### src/rtl/core/vgpd_pkg.sv
`default_nettype none

package vgpd_pkg;

  // fixed field widths
  localparam int unsigned COORD_W = 32;
  localparam int unsigned INV_W   = 32;
  localparam int unsigned HASH_W  = 32;
  localparam int unsigned EPOCH_W = 8;
  localparam int unsigned AXES    = 3;
  localparam int unsigned OUT_USER_W = 3;

  // output tuser bit positions
  localparam int unsigned OUT_KEPT_BIT    = 0;
  localparam int unsigned OUT_FULL_BIT    = 1;
  localparam int unsigned OUT_CLAMPED_BIT = 2;

  // inverse spacing after reset is 1.0 in Q16.16
  localparam logic [INV_W-1:0] INV_RESET = 32'h0001_0000;

  // epoch marks, zero is the cleared mark
  localparam logic [EPOCH_W-1:0] EPOCH_FIRST = 8'd1;
  localparam logic [EPOCH_W-1:0] EPOCH_LAST  = 8'hFF;

  // spatial hash multipliers, x then y then z
  localparam logic [HASH_W-1:0] HASH_PRIME [AXES] = '{
    32'd73856093, 32'd19349663, 32'd83492791
  };

  // running hash and clamp flag handed along the axis cells
  typedef struct packed {
    logic [HASH_W-1:0] hash;
    logic              clamped;
  } vgpd_chain_t;

  typedef enum logic [2:0] {
    ST_INIT,
    ST_IDLE,
    ST_INDEX,
    ST_MOD,
    ST_PROBE,
    ST_CHECK,
    ST_WRAP
  } vgpd_state_e;

endpackage

`default_nettype wire

### src/rtl/core/vgpd_axis_cell.sv
`default_nettype none

module vgpd_axis_cell
  import vgpd_pkg::*;
#(
  parameter int unsigned CELL_INDEX_BITS = 21
) (
  input  wire logic                         clk_i,
  input  wire logic                         load_i,
  input  wire logic                         adv_i,
  input  wire logic [COORD_W-1:0]           coord_i,
  input  wire logic [INV_W-1:0]             inv_i,
  input  wire logic [HASH_W-1:0]            prime_i,
  input  wire vgpd_chain_t                  chain_i,
  input  wire logic [3*CELL_INDEX_BITS-1:0] key_i,
  output vgpd_chain_t                       chain_o,
  output logic      [3*CELL_INDEX_BITS-1:0] key_o
);

  localparam int unsigned B      = CELL_INDEX_BITS;
  localparam int unsigned PROD_W = 2 * COORD_W;

  logic [PROD_W:0]      prod_full;
  logic [PROD_W-1:0]    prod_q;
  logic [32-B:0]        upper_bits;
  logic                 in_range;
  logic [B-1:0]         sat_idx;
  logic [COORD_W-1:0]   sat_ext;
  logic [HASH_W-1:0]    term;
  logic [B-1:0]         idx_q;
  logic [HASH_W-1:0]    term_q;
  logic                 clamp_q;

  // signed coordinate times unsigned inverse spacing, exact Q32.32
  assign prod_full = {{(COORD_W + 1){coord_i[COORD_W-1]}}, coord_i} *
                     {{(COORD_W + 1){1'b0}}, inv_i};

  always_ff @(posedge clk_i) begin
    if (load_i) begin
      prod_q <= prod_full[PROD_W-1:0];
    end
  end

  // floor is the upper word; saturate when the index sign bit and the bits above it differ
  assign upper_bits = prod_q[PROD_W-1:COORD_W+B-1];
  assign in_range   = (&upper_bits) | ~(|upper_bits);

  always_comb begin
    if (in_range) begin
      sat_idx = prod_q[COORD_W+B-1:COORD_W];
    end else if (prod_q[PROD_W-1]) begin
      sat_idx = {1'b1, {(B - 1){1'b0}}};
    end else begin
      sat_idx = {1'b0, {(B - 1){1'b1}}};
    end
  end

  // hash term on the 32-bit two's complement index
  assign sat_ext = {{(COORD_W - B){sat_idx[B-1]}}, sat_idx};
  assign term    = sat_ext * prime_i;

  always_ff @(posedge clk_i) begin
    if (adv_i) begin
      idx_q   <= sat_idx;
      term_q  <= term;
      clamp_q <= ~in_range;
    end
  end

  // fold into the running hash and shift this index into the key
  assign chain_o.hash    = chain_i.hash ^ term_q;
  assign chain_o.clamped = chain_i.clamped | clamp_q;
  assign key_o           = {key_i[2*B-1:0], idx_q};

endmodule

`default_nettype wire

### config.mk
export PLATFORM = sky130hd
export DESIGN_NAME = vgpd_axis_cell
export DESIGN_NICKNAME = d
export VERILOG_FILES = /design/src/rtl/core/vgpd_pkg.sv /design/src/rtl/core/vgpd_axis_cell.sv
export SDC_FILE = /design/constraint.sdc
export NUM_CORES = 2
export LEC_CHECK = 0
export BUFFER_PORTS_ARGS = -buffer_cell sky130_fd_sc_hd__buf_4
export CAP_MARGIN = 10
export CORE_MARGIN = 4
export CORE_UTILIZATION = 35
export CTS_BUF_LIST = sky130_fd_sc_hd__clkbuf_8
export DETAILED_ROUTE_END_ITERATION = 10
export HOLD_SLACK_MARGIN = 0.02
export PLACE_DENSITY = 0.52
export SLEW_MARGIN = 40
export SYNTH_ARGS = -nofsm -noshare
export SYNTH_HDL_FRONTEND = slang
export SYNTH_SLANG_ARGS = --single-unit
### constraint.sdc
create_clock -name clk_i -period 23.8 [get_ports clk_i]
set_clock_uncertainty 0.1 [all_clocks]
set_input_delay 4.76 -clock clk_i [delete_from_list [all_inputs] [get_ports clk_i]]
set_output_delay 4.76 -clock clk_i [all_outputs]
set_load 0.01 [all_outputs]
==> run summary <==
status -> finished clean
post-synthesis instance total -> 5356
critical path data required time -> 23.91 ns
Ports -> 291
fmax -> 79.3 MHz
CTS tree -> yes
share of cells above drive strength 1 -> 4.44%
vias in the first global route -> 38100
post-synthesis simple-gate area fraction -> 16.0%
core region area -> 0.140 sq mm
TritonCTS buffer count -> 9
Routed WL -> 143 mm
Ys Warns -> 0
Initial Util -> 35.3%
worst slew pin tran -> 0.844 ns
worst min-delay path category -> reg -> reg
H-tree depth -> 3
largest family of logic cells by synthesized area -> adder cells
NumNets Final -> 7096
Syn Nets -> 7206
clk buf depth -> 2
Root Buffer -> clkbuf_8
CP Capture Type -> flip-flop
largest net degree at the start of global routing -> 55
Starting DRT DRC Count -> 2188
Cell variety after synth -> 59
mux contribution to synthesized area -> 0%
clk_lat worst skew -> 0.45 ns
Clock Sinks -> 86
CP max FO -> 32
DIE HEIGHT -> 384 microns
grt ovf -> 0
Area Growth Syn to Fin -> 5.48%
Via Count -> 34700
Worst setup SP type -> input port
DR vias/cell -> 4.86
Reg2Reg Setup Slack -> 13.93 ns
Arr. time, crit path -> 12.72 ns
RSZ-0062 raised after global routing -> no
Routed Antenna Nets -> 0
WL/cell -> 20.1 microns
endpoints failing hold -> 0
Avg Cell Area, Syn -> 9.24 sq um
cell area after synthesis -> 0.0495 sq mm
total iterations of the first detailed-routing run -> 5
ys async rst share -> 0%
max_cap viols -> 0
Yosys reg bits -> 86
main flop type after synthesis -> edfxtp_1
clock slew at reported path FFs -> 0.11 ns
kind of critical path -> in -> reg
Post-synth EDFFs -> 86
minimum clock period -> 12.61 ns
port bufs -> 185
filler cell count -> 14400
sequential-to-total area share from yosys stat -> 5.22%
# rows -> 137
antenna violations before repair -> 10
Die Footprint -> 0.147 sq mm
Compound-Gate Fraction of Synth Area -> 2.66%
Hold WS -> 0.755 ns
number of setup buffers added after CTS -> 0
Hold Buf Count CTS -> 0
period utilization -> 53.0%
gp weighted congestion -> 0.850
area share of fa/ha/maj cells after synthesis -> 61.0%
Slew HR -> 43.6%
number of gates resized after cts -> 0
xor/xnor share of the synthesized area -> 2.34%
Tot GR Track Use -> 20.1%
final setup TNS -> 0 ns
Final Setup Violations -> 0
first-pass GRT wire length -> 227 mm
Die X-Extent -> 384 microns
Slew Viols, Final -> 0
post-route DRC violation count -> 0
DPL Wire Length -> 106 mm
-- Yosys cell counts, drive strengths merged, types with 4 or more instances --
cell | instances | area (sq um)
o21bai | 6 | 48.8
ha | 394 | 4930
a21o | 33 | 248
nand3 | 20 | 100
o22ai | 13 | 81.3
inv | 1312 | 4920
or2 | 5 | 31.3
xnor2 | 74 | 648
clkbuf | 270 | 1010
and2 | 600 | 3750
nor2 | 49 | 184
nor2b | 19 | 119
buf | 52 | 359
nor3 | 12 | 60.1
o21ai | 33 | 165
o21a | 7 | 52.6
fa | 1261 | 25200
a21oi | 64 | 328
nand2b | 28 | 175
nand4 | 14 | 87.6
xor2 | 58 | 508
a31oi | 11 | 68.8
a22oi | 8 | 60.1
edfxtp | 86 | 2580
nand2 | 879 | 3300
and3 | 4 | 25.0
-- per-layer routing --
layer / track usage, % / vias to the layer above / wire length [microns] / share of wire [%]
li1: - / 15100 / - / -
met2: 34.6 / 953 / 69800 / 49
met4: 4.09 / 0 / 2990 / 2.1
met3: 2.17 / 141 / 7610 / 5.3
met1: 27.5 / 18500 / 62700 / 44
met5: 0 / - / 0 / 0
-- cell type report --
type | count | area (sq um) | area share [%]
diodes | 7 | 17.5 | 0.0336
clock buffers | 9 | 124 | 0.237
clock inverters | 7 | 81.3 | 0.156
inverters | 1314 | 4930 | 9.45
multi-input cells | 3634 | 40600 | 77.8
flip-flops and latches | 86 | 2580 | 4.95
well taps | 1876 | 2350 | 4.50
repair buffers | 201 | 1510 | 2.89
-- cell usage in the layout, fill, tap and decap left out, types with 13 or more instances in the layout --
master    instances
nand3_1          20
o22ai_1          13
edfxtp_1         86
buf_4           201
nand2b_1         28
a21o_1           33
nor2_1           48
fa_1           1261
o21ai_0          33
xor2_1           58
nand4_1          14
a21oi_1          61
ha_1            394
nor2b_1          19
and2_1          600
nand2_1         879
inv_1          1311
xnor2_1          74
-- worst paths after layout --
| kind | to | cells after the start | from |
|---|---|---|---|
| hold / removal | idx_q[20]$_DFFE_PP_ | 1 | prod_q[63]$_DFFE_PP_ |
| hold reg to reg | idx_q[20]$_DFFE_PP_ | 1 | prod_q[63]$_DFFE_PP_ |
| setup / recovery | prod_q[57]$_DFFE_PP_ | 23 | coord_i[23] |
| setup reg to reg | term_q[31]$_DFFE_PP_ | 31 | prod_q[63]$_DFFE_PP_ |
-- worst max-delay path, cell delays in order --
cell and delay [ns]:
buf_4 0.48, nand2_1 0.18, fa_1 0.47, inv_1 0.20, fa_1 0.46, fa_1 0.73
fa_1 0.48, fa_1 0.53, fa_1 0.43, fa_1 0.52, fa_1 0.42, ha_1 0.36
a21o_1 0.21, a21o_1 0.20, a21oi_1 0.24, nand2_1 0.11, or4_1 0.45, o211ai_2 0.38
o21ai_0 0.17, a31oi_1 0.29, o21ai_0 0.25, a21oi_1 0.22, xnor2_1 0.09
-- registers in the layout, indices dropped and copies added, names as in the netlist --
| name | flops |
|---|---|
| prod_q | 32 |
| term_q | 32 |
| idx_q | 21 |
| clamp_q | 1 |
-- kinds of logic after synthesis --
| family | after synthesis |
|---|---|
| fa+ha+maj | 1655 |
| xor+xnor | 132 |
| simple gates | 1644 |
| buf+inv | 1636 |
| flops | 86 |
| compound gates | 203 |
-- per-stage QoR --
| step | instance area [sq um] | worst slack (ns) | utilization, % | cells |
|---|---|---|---|---|
| CTS | 52200 | 11.38 | 37.2 | 7127 |
| floorplan | 49500 | 11.73 | - | 5356 |
| global placement | 52000 | 10.87 | 37.1 | 7111 |
| detailed placement | 52000 | 10.87 | 37.1 | 7111 |
| global route | 52200 | 10.94 | 37.3 | 7128 |
| finish | 52200 | 11.19 | 37.3 | 7134 |
Power is not shown: default switching activity piles up to over one toggle a cycle in this logic, so the estimate is an artifact.
