`src/rtl/core/vgpd_ram.sv`:
```
`default_nettype none

module vgpd_ram #(
  parameter int unsigned WIDTH = 8,
  parameter int unsigned DEPTH = 16
) (
  input  wire logic                     clk_i,
  input  wire logic                     we_i,
  input  wire logic [$clog2(DEPTH)-1:0] waddr_i,
  input  wire logic [WIDTH-1:0]         wdata_i,
  input  wire logic                     re_i,
  input  wire logic [$clog2(DEPTH)-1:0] raddr_i,
  output logic      [WIDTH-1:0]         rdata_o
);

  logic [WIDTH-1:0] mem_q [DEPTH];
  logic [WIDTH-1:0] rdata_q;

  // write port
  always_ff @(posedge clk_i) begin
    if (we_i) begin
      mem_q[waddr_i] <= wdata_i;
    end
  end

  // registered read port, holds while not enabled
  always_ff @(posedge clk_i) begin
    if (re_i) begin
      rdata_q <= mem_q[raddr_i];
    end
  end

  assign rdata_o = rdata_q;

endmodule

`default_nettype wire

```
`config.mk`:
```
export PLATFORM = sky130hd
export DESIGN_NAME = vgpd_ram
export DESIGN_NICKNAME = d
export VERILOG_FILES = /design/src/rtl/core/vgpd_ram.sv
export SDC_FILE = /design/constraint.sdc
export NUM_CORES = 1
export LEC_CHECK = 0
export ABC_CLOCK_PERIOD_IN_PS = 1800
export BUFFER_PORTS_ARGS = -buffer_cell sky130_fd_sc_hd__buf_2
export CORE_ASPECT_RATIO = 0.9
export CORE_MARGIN = 3
export CORE_UTILIZATION = 60
export DETAILED_ROUTE_END_ITERATION = 8
export HOLD_SLACK_MARGIN = 0.12
export PLACE_DENSITY = 0.8
export SLEW_MARGIN = 20
export SYNTH_ARGS = -nofsm -noshare
export SYNTH_HDL_FRONTEND = slang
export SYNTH_SLANG_ARGS = --single-unit
```
`constraint.sdc`:
```
create_clock -name clk_i -period 1.8 [get_ports clk_i]
set_input_delay 0.09 -clock clk_i [delete_from_list [all_inputs] [get_ports clk_i]]
set_output_delay 0.09 -clock clk_i [all_outputs]
set_load 0.01 [all_outputs]
```
==> flow_metrics.env, run 1 <==
export IMPL_yosysTopAreaCell="edfxtp_1"
export IMPL_grt_busiest_layer="met2"
export IMPL_drv_cap=0
export IMPL_post_cts_resized=0
export IMPL_rsz0062_at_grt="no"
export IMPL_finalCritPeriodShare_pct=88.6
export IMPL_hpwl_um=6260
export IMPL_cts_made_buffers=17
export IMPL_core_area_um2=8260
export IMPL_gp_congestion=0.817
export IMPL_status="finished clean"
export IMPL_routedWlPerCell_um=26.1
export IMPL_drt_iter0_drc=266
export IMPL_min_path_type="primary input to flop"
export IMPL_nets=314
export IMPL_wirelength_um=11000
export IMPL_fmax_mhz=627
export IMPL_first_global_vias=2654
export IMPL_synth_area_leaders="edfxtp_1 (78%), mux4_2 (7.8%), mux4_1 (7.0%)"
export IMPL_root_buffer="clkbuf_8"
export IMPL_cp_end_kind="flop"
export IMPL_syn_nets=248
export IMPL_cp_num_buf_inv=0
export IMPL_combinationalPowerShare_pct=5.0
export IMPL_slew_viol_final=0
export IMPL_critPathLaunchType="flop"
export IMPL_clock_latency_ns=0.52
export IMPL_path_clk_slew_ns=0.06
export IMPL_grtUsageMet2_pct=36.0
export IMPL_antenna_found_initial=0
export IMPL_syn_avg_cell_area_um2=22.8
export IMPL_finalSetupTns_ns=0
export IMPL_maxSlewHeadroom_pct=61.3
export IMPL_slowest_delay_ns=0.60
export IMPL_seq_power_share_pct=49.8
export IMPL_switchingPower_w=0.00141
export IMPL_die_h_um=94.6
export IMPL_ios=27
export IMPL_r2r_setup_slack_ns=0.20
export IMPL_seq_area_frac_synth_pct=78.1
export IMPL_worst_ep_required_time_ns=2.07
export IMPL_hold_viol=0
export IMPL_diodes=0
export IMPL_gr_usage_all_layers_pct=24.7
export IMPL_reg2reg_from="mem_q[5][3]$_DFFE_PP_"
export IMPL_layout_commonest_cell="edfxtp_1"
export IMPL_crit_fanout=1
export IMPL_remaining_drc_errors=0
export IMPL_final_setup_skew_ns=0.00703
export IMPL_portBuffers=26
export IMPL_setup_ws_ns=0.205
export IMPL_areaGrowthSynthToFinish_pct=19.9
export IMPL_overflow=0
export IMPL_r2r_end="rdata_o[3]$_DFFE_PP_"
export IMPL_p_int_w=0.00581
export IMPL_path_class="flop to flop"
export IMPL_reg2reg_depth=3
export IMPL_cpMaxStageDelayCell="mux4_1"
export IMPL_postLayoutCoreUtil_pct=75.9
export IMPL_switching_share_pct=19.5
export IMPL_drive_gt1_share_pct=29.1
export IMPL_cts_max_path_buffers=2
export IMPL_via_per_inst=6.25
export IMPL_worst_slew_pin_slew_ns=0.579
export IMPL_hold_path_depth=3
export IMPL_die_area_um2=9870
export IMPL_setup_viol=0
export IMPL_path_cells="mux4_1, a22oi_1, nand2_1"
export IMPL_dp_slack_ns=0.0489
export IMPL_first_pass_iters=5
export IMPL_synth_seq_cells=136
export IMPL_crit_family="multiplexers"
export IMPL_yosysWarningCount=0
export IMPL_num_vias=2633
export IMPL_initial_core_util_pct=63.3
export IMPL_power_density_nw_per_um2=1150
export IMPL_grt_pass1_wl_um=16700
export IMPL_synth_area_um2=5230
export IMPL_layout_min_cycle_time_ns=1.60
export IMPL_final_cell_mix="edfxtp_1 (136), buf_2 (26), mux4_2 (18), buf_4 (17)"
export IMPL_ys_types=18
export IMPL_min_from="waddr_i[0]"
export IMPL_cts_sinks=136
export IMPL_grt_start_max_net_pins=24
export IMPL_p_leak_nw=2.14
export IMPL_synthCells=229
export IMPL_synth_top_cell_area_share_pct=78.1
export IMPL_num_rows=31
export IMPL_met3_usage_pct=8.27
export IMPL_clockPowerShare_pct=45.2
export IMPL_ir_drop_uv=873
export IMPL_min_to="mem_q[12][5]$_DFFE_PP_"
export IMPL_use_met1_pct=35.3
export IMPL_die_w_um=104
export IMPL_htree_levels=4
export IMPL_tritoncts="yes"
export IMPL_ant_nets=0
export IMPL_power_total_w=0.00722
export IMPL_critPathArrivalTime_ns=1.86
## power by group through the flow
| stage | clock network (W) | logic (W) | registers, W |
|---|---|---|---|
| after floorplan | 0 | 0.000180 | 0.00366 |
| after global placement | 0 | 0.000331 | 0.00365 |
| after detailed placement | 0 | 0.000341 | 0.00365 |
| after CTS | 0.00329 | 0.000366 | 0.00359 |
| after global routing | 0.00343 | 0.000390 | 0.00360 |
| final | 0.00326 | 0.000363 | 0.00359 |
## final cells by class
| type | count | area (um^2) |
|---|---|---|
| Sequential cell | 136 | 4080 |
| Multi-Input combinational cell | 83 | 1060 |
| Timing Repair Buffer | 57 | 428 |
| Fill cell | 436 | 1990 |
| Clock buffer | 21 | 429 |
| Clock inverter | 9 | 128 |
| Tap cell | 115 | 144 |
## stage by stage
stage | cells | area [um^2] | hold WS [ns]
floorplan | 229 | 5230 | 0.189
global placement | 380 | 5600 | 0.464
detailed placement | 380 | 5600 | 0.465
CTS | 421 | 6270 | 0.123
global route | 421 | 6270 | 0.149
finish | 421 | 6270 | 0.147
## routing by layer
metal / vias up / routed length (um)
met4: 0 / 222
met5: - / 0
met3: 23 / 1130
met1: 1335 / 4420
met2: 168 / 5230
li1: 1107 / -
## synth_stat cells, drive strengths merged
library cell,instances
a22oi,16
nand2b,2
nand3,1
edfxtp,136
nor3,4
and2b,1
nor2b,1
nand2,9
buf,7
nor2,13
mux4,32
and2,1
clkdlybuf4s25,3
or3b,1
nand3b,2
## flip-flops by register name, summed over array words and instances, names as in the netlist
register,flops
rdata_o,8
mem_q,128
## worst max-delay path by stage
stage,startpoint,to,slack [ns],depth (start not counted)
finish,mem_q[5][3]$_DFFE_PP_,rdata_o[3]$_DFFE_PP_,0.20,3
global route,mem_q[5][3]$_DFFE_PP_,rdata_o[3]$_DFFE_PP_,0.08,3
CTS,mem_q[5][3]$_DFFE_PP_,rdata_o[3]$_DFFE_PP_,0.17,3
detailed placement,raddr_i[0],rdata_o[3]$_DFFE_PP_,0.05,5
global placement,raddr_i[0],rdata_o[3]$_DFFE_PP_,0.07,5
floorplan,waddr_i[2],mem_q[0][0]$_DFFE_PP_,0.22,2
## worst min-delay path, cell delays in order
cell	delay (ns)
buf_2	0.15
nor3_1	0.06
buf_4	0.18
## repair_timing
item | 4_1_cts | 5_1_grt
hold endpoints to repair | 144 | 0
buffers inserted | 0 | 0
hold buffers | 11 | 0
## cells by family after synthesis
| logic type | count (synthesis) | synth area share, % |
|---|---|---|
| flip-flops | 136 | 78.1 |
| AND/OR/NAND/NOR | 35 | 3.14 |
| AO/OA/AOI/OAI | 16 | 2.30 |
| buffers and inverters | 10 | 1.65 |
| multiplexers | 32 | 14.8 |
Power figures use the tool's default switching activity.
==> inputs of run 2 (changes only) <==
==> constraint.sdc (replaced) <==
create_clock -name clk_i -period 1.8 [get_ports clk_i]
set_input_delay 0.36 -clock clk_i [delete_from_list [all_inputs] [get_ports clk_i]]
set_output_delay 0.36 -clock clk_i [all_outputs]
set_load 0.01 [all_outputs]
==> run 2 against run 1 <==
Against the previous run:
- critical path depth unchanged
- total power grew 1.4%
- clock-buffer cell count decreased by 1
- wire length is 11% lower
- global-route usage fell by 2.1 points
- largest power group unchanged
==> flow_metrics.env, run 2 (same netlist as run 1, synthesis figures left out) <==
export IMPL_crit_fanout=1
export IMPL_num_rows=31
export IMPL_ios=27
export IMPL_min_to="rdata_o[1]$_DFFE_PP_"
export IMPL_layout_min_cycle_time_ns=1.54
export IMPL_cts_setup_buffers=0
export IMPL_worst_ep_required_time_ns=2.06
export IMPL_ant_nets=0
export IMPL_regMostFlops="mem_q"
export IMPL_status="finished clean"
export IMPL_gr_usage_all_layers_pct=22.6
export IMPL_gp_congestion=0.798
export IMPL_r2r_setup_slack_ns=0.26
export IMPL_grt_start_max_net_pins=17
export IMPL_areaGrowthSynthToFinish_pct=19.5
export IMPL_antenna_found_initial=0
export IMPL_path_clk_slew_ns=0.06
export IMPL_num_vias=2472
export IMPL_routedWlPerCell_um=23.1
export IMPL_slew_viol_final=0
export IMPL_overflow=0
export IMPL_largest_reg_flops=128
export IMPL_tritoncts="yes"
export IMPL_power_density_nw_per_um2=1170
export IMPL_critPathLaunchType="flop"
export IMPL_final_setup_skew_ns=0.00612
export IMPL_cts_made_buffers=17
export IMPL_remaining_drc_errors=0
export IMPL_finalInstanceArea_um2=6240
export IMPL_path_class="flop to flop"
export IMPL_hold_path_depth=1
export IMPL_via_per_inst=5.87
export IMPL_reg2reg_depth=3
export IMPL_maxSlewHeadroom_pct=73.8
export IMPL_initial_core_util_pct=63.3
export IMPL_cts_sinks=136
export IMPL_portBuffers=26
export IMPL_die_area_um2=9870
export IMPL_hold_viol=0
export IMPL_setup_ws_ns=0.261
export IMPL_grt_pass1_wl_um=15600
export IMPL_clock_latency_ns=0.52
export IMPL_critPathArrivalTime_ns=1.80
export IMPL_root_buffer="clkbuf_8"
export IMPL_first_global_vias=2585
export IMPL_r2r_end="rdata_o[1]$_DFFE_PP_"
export IMPL_die_h_um=94.6
export IMPL_p_leak_nw=2.15
export IMPL_die_w_um=104
export IMPL_min_path_type="primary input to flop"
export IMPL_core_area_um2=8260
export IMPL_placed_cell_area_um2=5660
export IMPL_setup_viol=0
export IMPL_hold_buffers=0
export IMPL_drv_cap=0
export IMPL_rsz0062_at_grt="no"
export IMPL_ir_drop_uv=693
export IMPL_layout_commonest_cell="edfxtp_1"
export IMPL_post_cts_resized=0
export IMPL_cts_max_path_buffers=2
export IMPL_nets=312
export IMPL_first_pass_iters=4
export IMPL_reg2reg_from="mem_q[5][1]$_DFFE_PP_"
export IMPL_htree_levels=4
export IMPL_worst_slew_pin_slew_ns=0.393
export IMPL_postLayoutCoreUtil_pct=75.6
export IMPL_diodes=0
export IMPL_final_cell_mix="edfxtp_1 (136), buf_4 (27), buf_2 (26), mux4_2 (18)"
export IMPL_cp_end_kind="flop"
export IMPL_min_from="re_i"
export IMPL_drt_iter0_drc=243
export IMPL_wirelength_um=9750
export IMPL_dp_slack_ns=-0.134
export IMPL_drive_gt1_share_pct=32.4
export IMPL_finalCritPeriodShare_pct=85.5
export IMPL_hpwl_um=6260
export IMPL_fmax_mhz=650
## run 2: cell types whose count changed in the layout (fill, tap and decap cells not counted), moves of 2 or more
cell / change
clkinv_1: +3
dlygate4sd3_1: -11
buf_4: +10
clkinv_4: -2
## run 2: worst max-delay path, stage by stage, from the launching register on
cell and delay (ns):
edfxtp_1 0.36, mux4_1 0.56, a22oi_1 0.27, nand2_1 0.09
## run 2: report_power, final
part	switching [W]	total, W	internal, W	leakage (nW)
registers	0.0000181	0.00359	0.00357	1.24
clock network	0.00117	0.00339	0.00222	0.280
logic	0.000191	0.000343	0.000153	0.634
total	0.00138	0.00732	0.00594	2.15
## run 2: cell type report
class	count	area [um^2]
fill	454	2020
sequential	136	4080
timing repair buffer	55	373
clock inverter	12	156
multi-input combinational	83	1060
tap	115	144
clock buffer	20	425
## run 2: per-stage QoR
stage,hold slack (ns),TNS [ns],cells,power (W)
2_1_floorplan,0.459,0,229,0.00384
3_3_place_gp,0.731,-0.446,389,0.00398
3_5_place_dp,0.732,-0.541,389,0.00400
4_1_cts,0.184,0,421,0.00738
5_1_grt,0.192,0,421,0.00757
6_report,0.208,0,421,0.00732
## run 2: routing by layer
| metal | track usage [%] | vias to the layer above | share of wire [%] |
|---|---|---|---|
| li1 | - | 1105 | - |
| met1 | 31.9 | 1248 | 41 |
| met2 | 34.5 | 114 | 49 |
| met3 | 7.52 | 5 | 9.5 |
| met4 | 6.98 | 0 | 0.58 |
| met5 | 0 | - | 0 |
## run 2: worst max-delay path by stage
stage / startpoint / end / slack (ns)
2_1_floorplan: raddr_i[0] / rdata_o[1]$_DFFE_PP_ / 0.16
3_3_place_gp: raddr_i[0] / rdata_o[3]$_DFFE_PP_ / -0.13
3_5_place_dp: raddr_i[0] / rdata_o[3]$_DFFE_PP_ / -0.13
4_1_cts: mem_q[0][3]$_DFFE_PP_ / rdata_o[3]$_DFFE_PP_ / 0.28
5_1_grt: mem_q[5][1]$_DFFE_PP_ / rdata_o[1]$_DFFE_PP_ / 0.20
6_report: mem_q[5][1]$_DFFE_PP_ / rdata_o[1]$_DFFE_PP_ / 0.26
==> inputs of run 3 (changes only) <==
--- a/config.mk
+++ b/config.mk
@@ -6,7 +6,7 @@
 export NUM_CORES = 1
 export LEC_CHECK = 0
 export ABC_CLOCK_PERIOD_IN_PS = 1800
-export BUFFER_PORTS_ARGS = -buffer_cell sky130_fd_sc_hd__buf_2
+export BUFFER_PORTS_ARGS = -buffer_cell sky130_fd_sc_hd__buf_4
 export CORE_ASPECT_RATIO = 0.9
 export CORE_MARGIN = 3
 export CORE_UTILIZATION = 60
==> run 3 against run 2 <==
Against the previous run:
- non-clock buffer count is 1 lower
- clock power decreased by 4%
- total power decreased by 1.2%
- critical path type unchanged
==> flow_metrics.env, run 3 (same netlist as run 1, synthesis figures left out) <==
export IMPL_ios=27
export IMPL_drive_gt1_share_pct=32.5
export IMPL_power_total_w=0.00723
export IMPL_layout_min_cycle_time_ns=1.63
export IMPL_cts_sinks=136
export IMPL_cts_max_path_buffers=2
export IMPL_ir_drop_uv=870
export IMPL_first_pass_iters=4
export IMPL_r2r_setup_slack_ns=0.17
export IMPL_maxSlewHeadroom_pct=72.4
export IMPL_critPathLaunch="mem_q[1][0]$_DFFE_PP_"
export IMPL_status="finished clean"
export IMPL_critPathLaunchType="flop"
export IMPL_htree_levels=4
export IMPL_final_setup_skew_ns=0.00656
export IMPL_cts_made_buffers=17
export IMPL_nets=311
export IMPL_diodes=0
export IMPL_cpMaxStageDelayCell="mux4_1"
export IMPL_power_density_nw_per_um2=1150
export IMPL_via_per_inst=5.98
export IMPL_drv_cap=0
export IMPL_first_global_vias=2638
export IMPL_portBuffers=26
export IMPL_tritoncts="yes"
export IMPL_initial_core_util_pct=63.3
export IMPL_drt_iter0_drc=213
export IMPL_hpwl_um=6020
export IMPL_post_cts_resized=0
export IMPL_finalCritPeriodShare_pct=90.3
export IMPL_die_w_um=104
export IMPL_final_cell_mix="edfxtp_1 (136), buf_4 (49), mux4_2 (18), a22oi_1 (16), clkbuf_16 (16)"
export IMPL_largest_reg_flops=128
export IMPL_path_clk_slew_ns=0.06
export IMPL_hold_viol=0
export IMPL_root_buffer="clkbuf_8"
export IMPL_finalInstanceArea_um2=6300
export IMPL_reg2reg_from="mem_q[1][0]$_DFFE_PP_"
export IMPL_critPathArrivalTime_ns=1.88
export IMPL_die_area_um2=9870
export IMPL_setup_ws_ns=0.174
export IMPL_core_area_um2=8260
export IMPL_gp_congestion=0.744
export IMPL_antenna_found_initial=0
export IMPL_ant_nets=0
export IMPL_overflow=0
export IMPL_clock_latency_ns=0.52
export IMPL_fmax_mhz=615
export IMPL_fillers=423
export IMPL_gr_usage_all_layers_pct=23.2
export IMPL_regMostFlops="mem_q"
export IMPL_dp_slack_ns=-0.113
export IMPL_slowest_delay_ns=0.56
export IMPL_slew_viol_final=0
export IMPL_hold_buffers=2
export IMPL_worst_ep_required_time_ns=2.06
export IMPL_grt_start_max_net_pins=23
export IMPL_placed_cell_area_um2=5720
export IMPL_grt_pass1_wl_um=15900
export IMPL_cp_endpoint="rdata_o[0]$_DFFE_PP_"
export IMPL_rsz0062_at_grt="no"
export IMPL_num_vias=2510
export IMPL_remaining_drc_errors=0
export IMPL_wirelength_um=10300
export IMPL_p_leak_nw=2.17
export IMPL_num_rows=31
export IMPL_setup_viol=0
export IMPL_min_from="wdata_i[7]"
export IMPL_cp_end_kind="flop"
export IMPL_crit_fanout=1
export IMPL_routedWlPerCell_um=24.5
export IMPL_layout_commonest_cell="edfxtp_1"
export IMPL_r2r_end="rdata_o[0]$_DFFE_PP_"
export IMPL_min_path_type="primary input to flop"
export IMPL_path_class="flop to flop"
export IMPL_areaGrowthSynthToFinish_pct=20.4
export IMPL_path_cells="mux4_1, a22oi_1, nand2_1"
export IMPL_worst_slew_pin_slew_ns=0.415
export IMPL_reg2reg_depth=3
export IMPL_postLayoutCoreUtil_pct=76.2
export IMPL_die_h_um=94.6
export IMPL_cts_setup_buffers=0
==> run 3: cell types whose count changed in the layout (fill, tap and decap cells not counted), sizes merged <==
cell         change
bufinv           -1
buf              -3
clkinv           +2
dlygate4sd3      +2
clkinvlp         -1
==> run 3: layout make-up <==
| cell class | count | area [um^2] | share of cell area, % |
|---|---|---|---|
| Sequential cell | 136 | 4080 | 64.9 |
| Multi-Input combinational cell | 83 | 1060 | 16.9 |
| Timing Repair Buffer | 54 | 448 | 7.11 |
| Clock buffer | 20 | 425 | 6.76 |
| Tap cell | 115 | 144 | 2.29 |
| Clock inverter | 12 | 133 | 2.11 |
==> run 3: worst min path at each step <==
stage                                  endpoint  slack (ns)  cells past startpoint
after floorplan           mem_q[0][0]$_DFFE_PP_        0.46                      0
after global placement    mem_q[7][6]$_DFFE_PP_        0.65                      1
after detailed placement   rdata_o[6]$_DFFE_PP_        0.65                      1
after CTS                 mem_q[0][7]$_DFFE_PP_        0.13                      1
after global routing      mem_q[9][7]$_DFFE_PP_        0.14                      1
final                     mem_q[0][7]$_DFFE_PP_        0.15                      1
==> run 3: metal layers <==
layer | global-route usage, % | share of wire (%) | vias up
met4 | 8.64 | 0.96 | 0
met3 | 6.97 | 8.2 | 14
met1 | 30.4 | 40 | 1272
li1 | - | - | 1106
met5 | 0 | 0 | -
met2 | 37.6 | 51 | 118
==> run 3: worst max-delay path, delay by kind of cell (launching register included) <==
family / cells / cell delay (ns)
AO/OA/AOI/OAI: 1 / 0.26
AND/OR/NAND/NOR: 1 / 0.12
flip-flops: 1 / 0.41
multiplexers: 1 / 0.56
==> run 3: power by group <==
group,total [W],internal [W],switching (W)
registers,0.00359,0.00357,0.0000195
clock network,0.00327,0.00208,0.00119
logic,0.000373,0.000175,0.000198
==> run 3: per-stage QoR <==
stage	setup TNS, ns	instances	hold WS, ns
after floorplan	0	229	0.459
after global placement	-0.0757	386	0.652
after detailed placement	-0.239	386	0.654
after CTS	0	420	0.125
after global routing	0	420	0.140
final	0	420	0.148
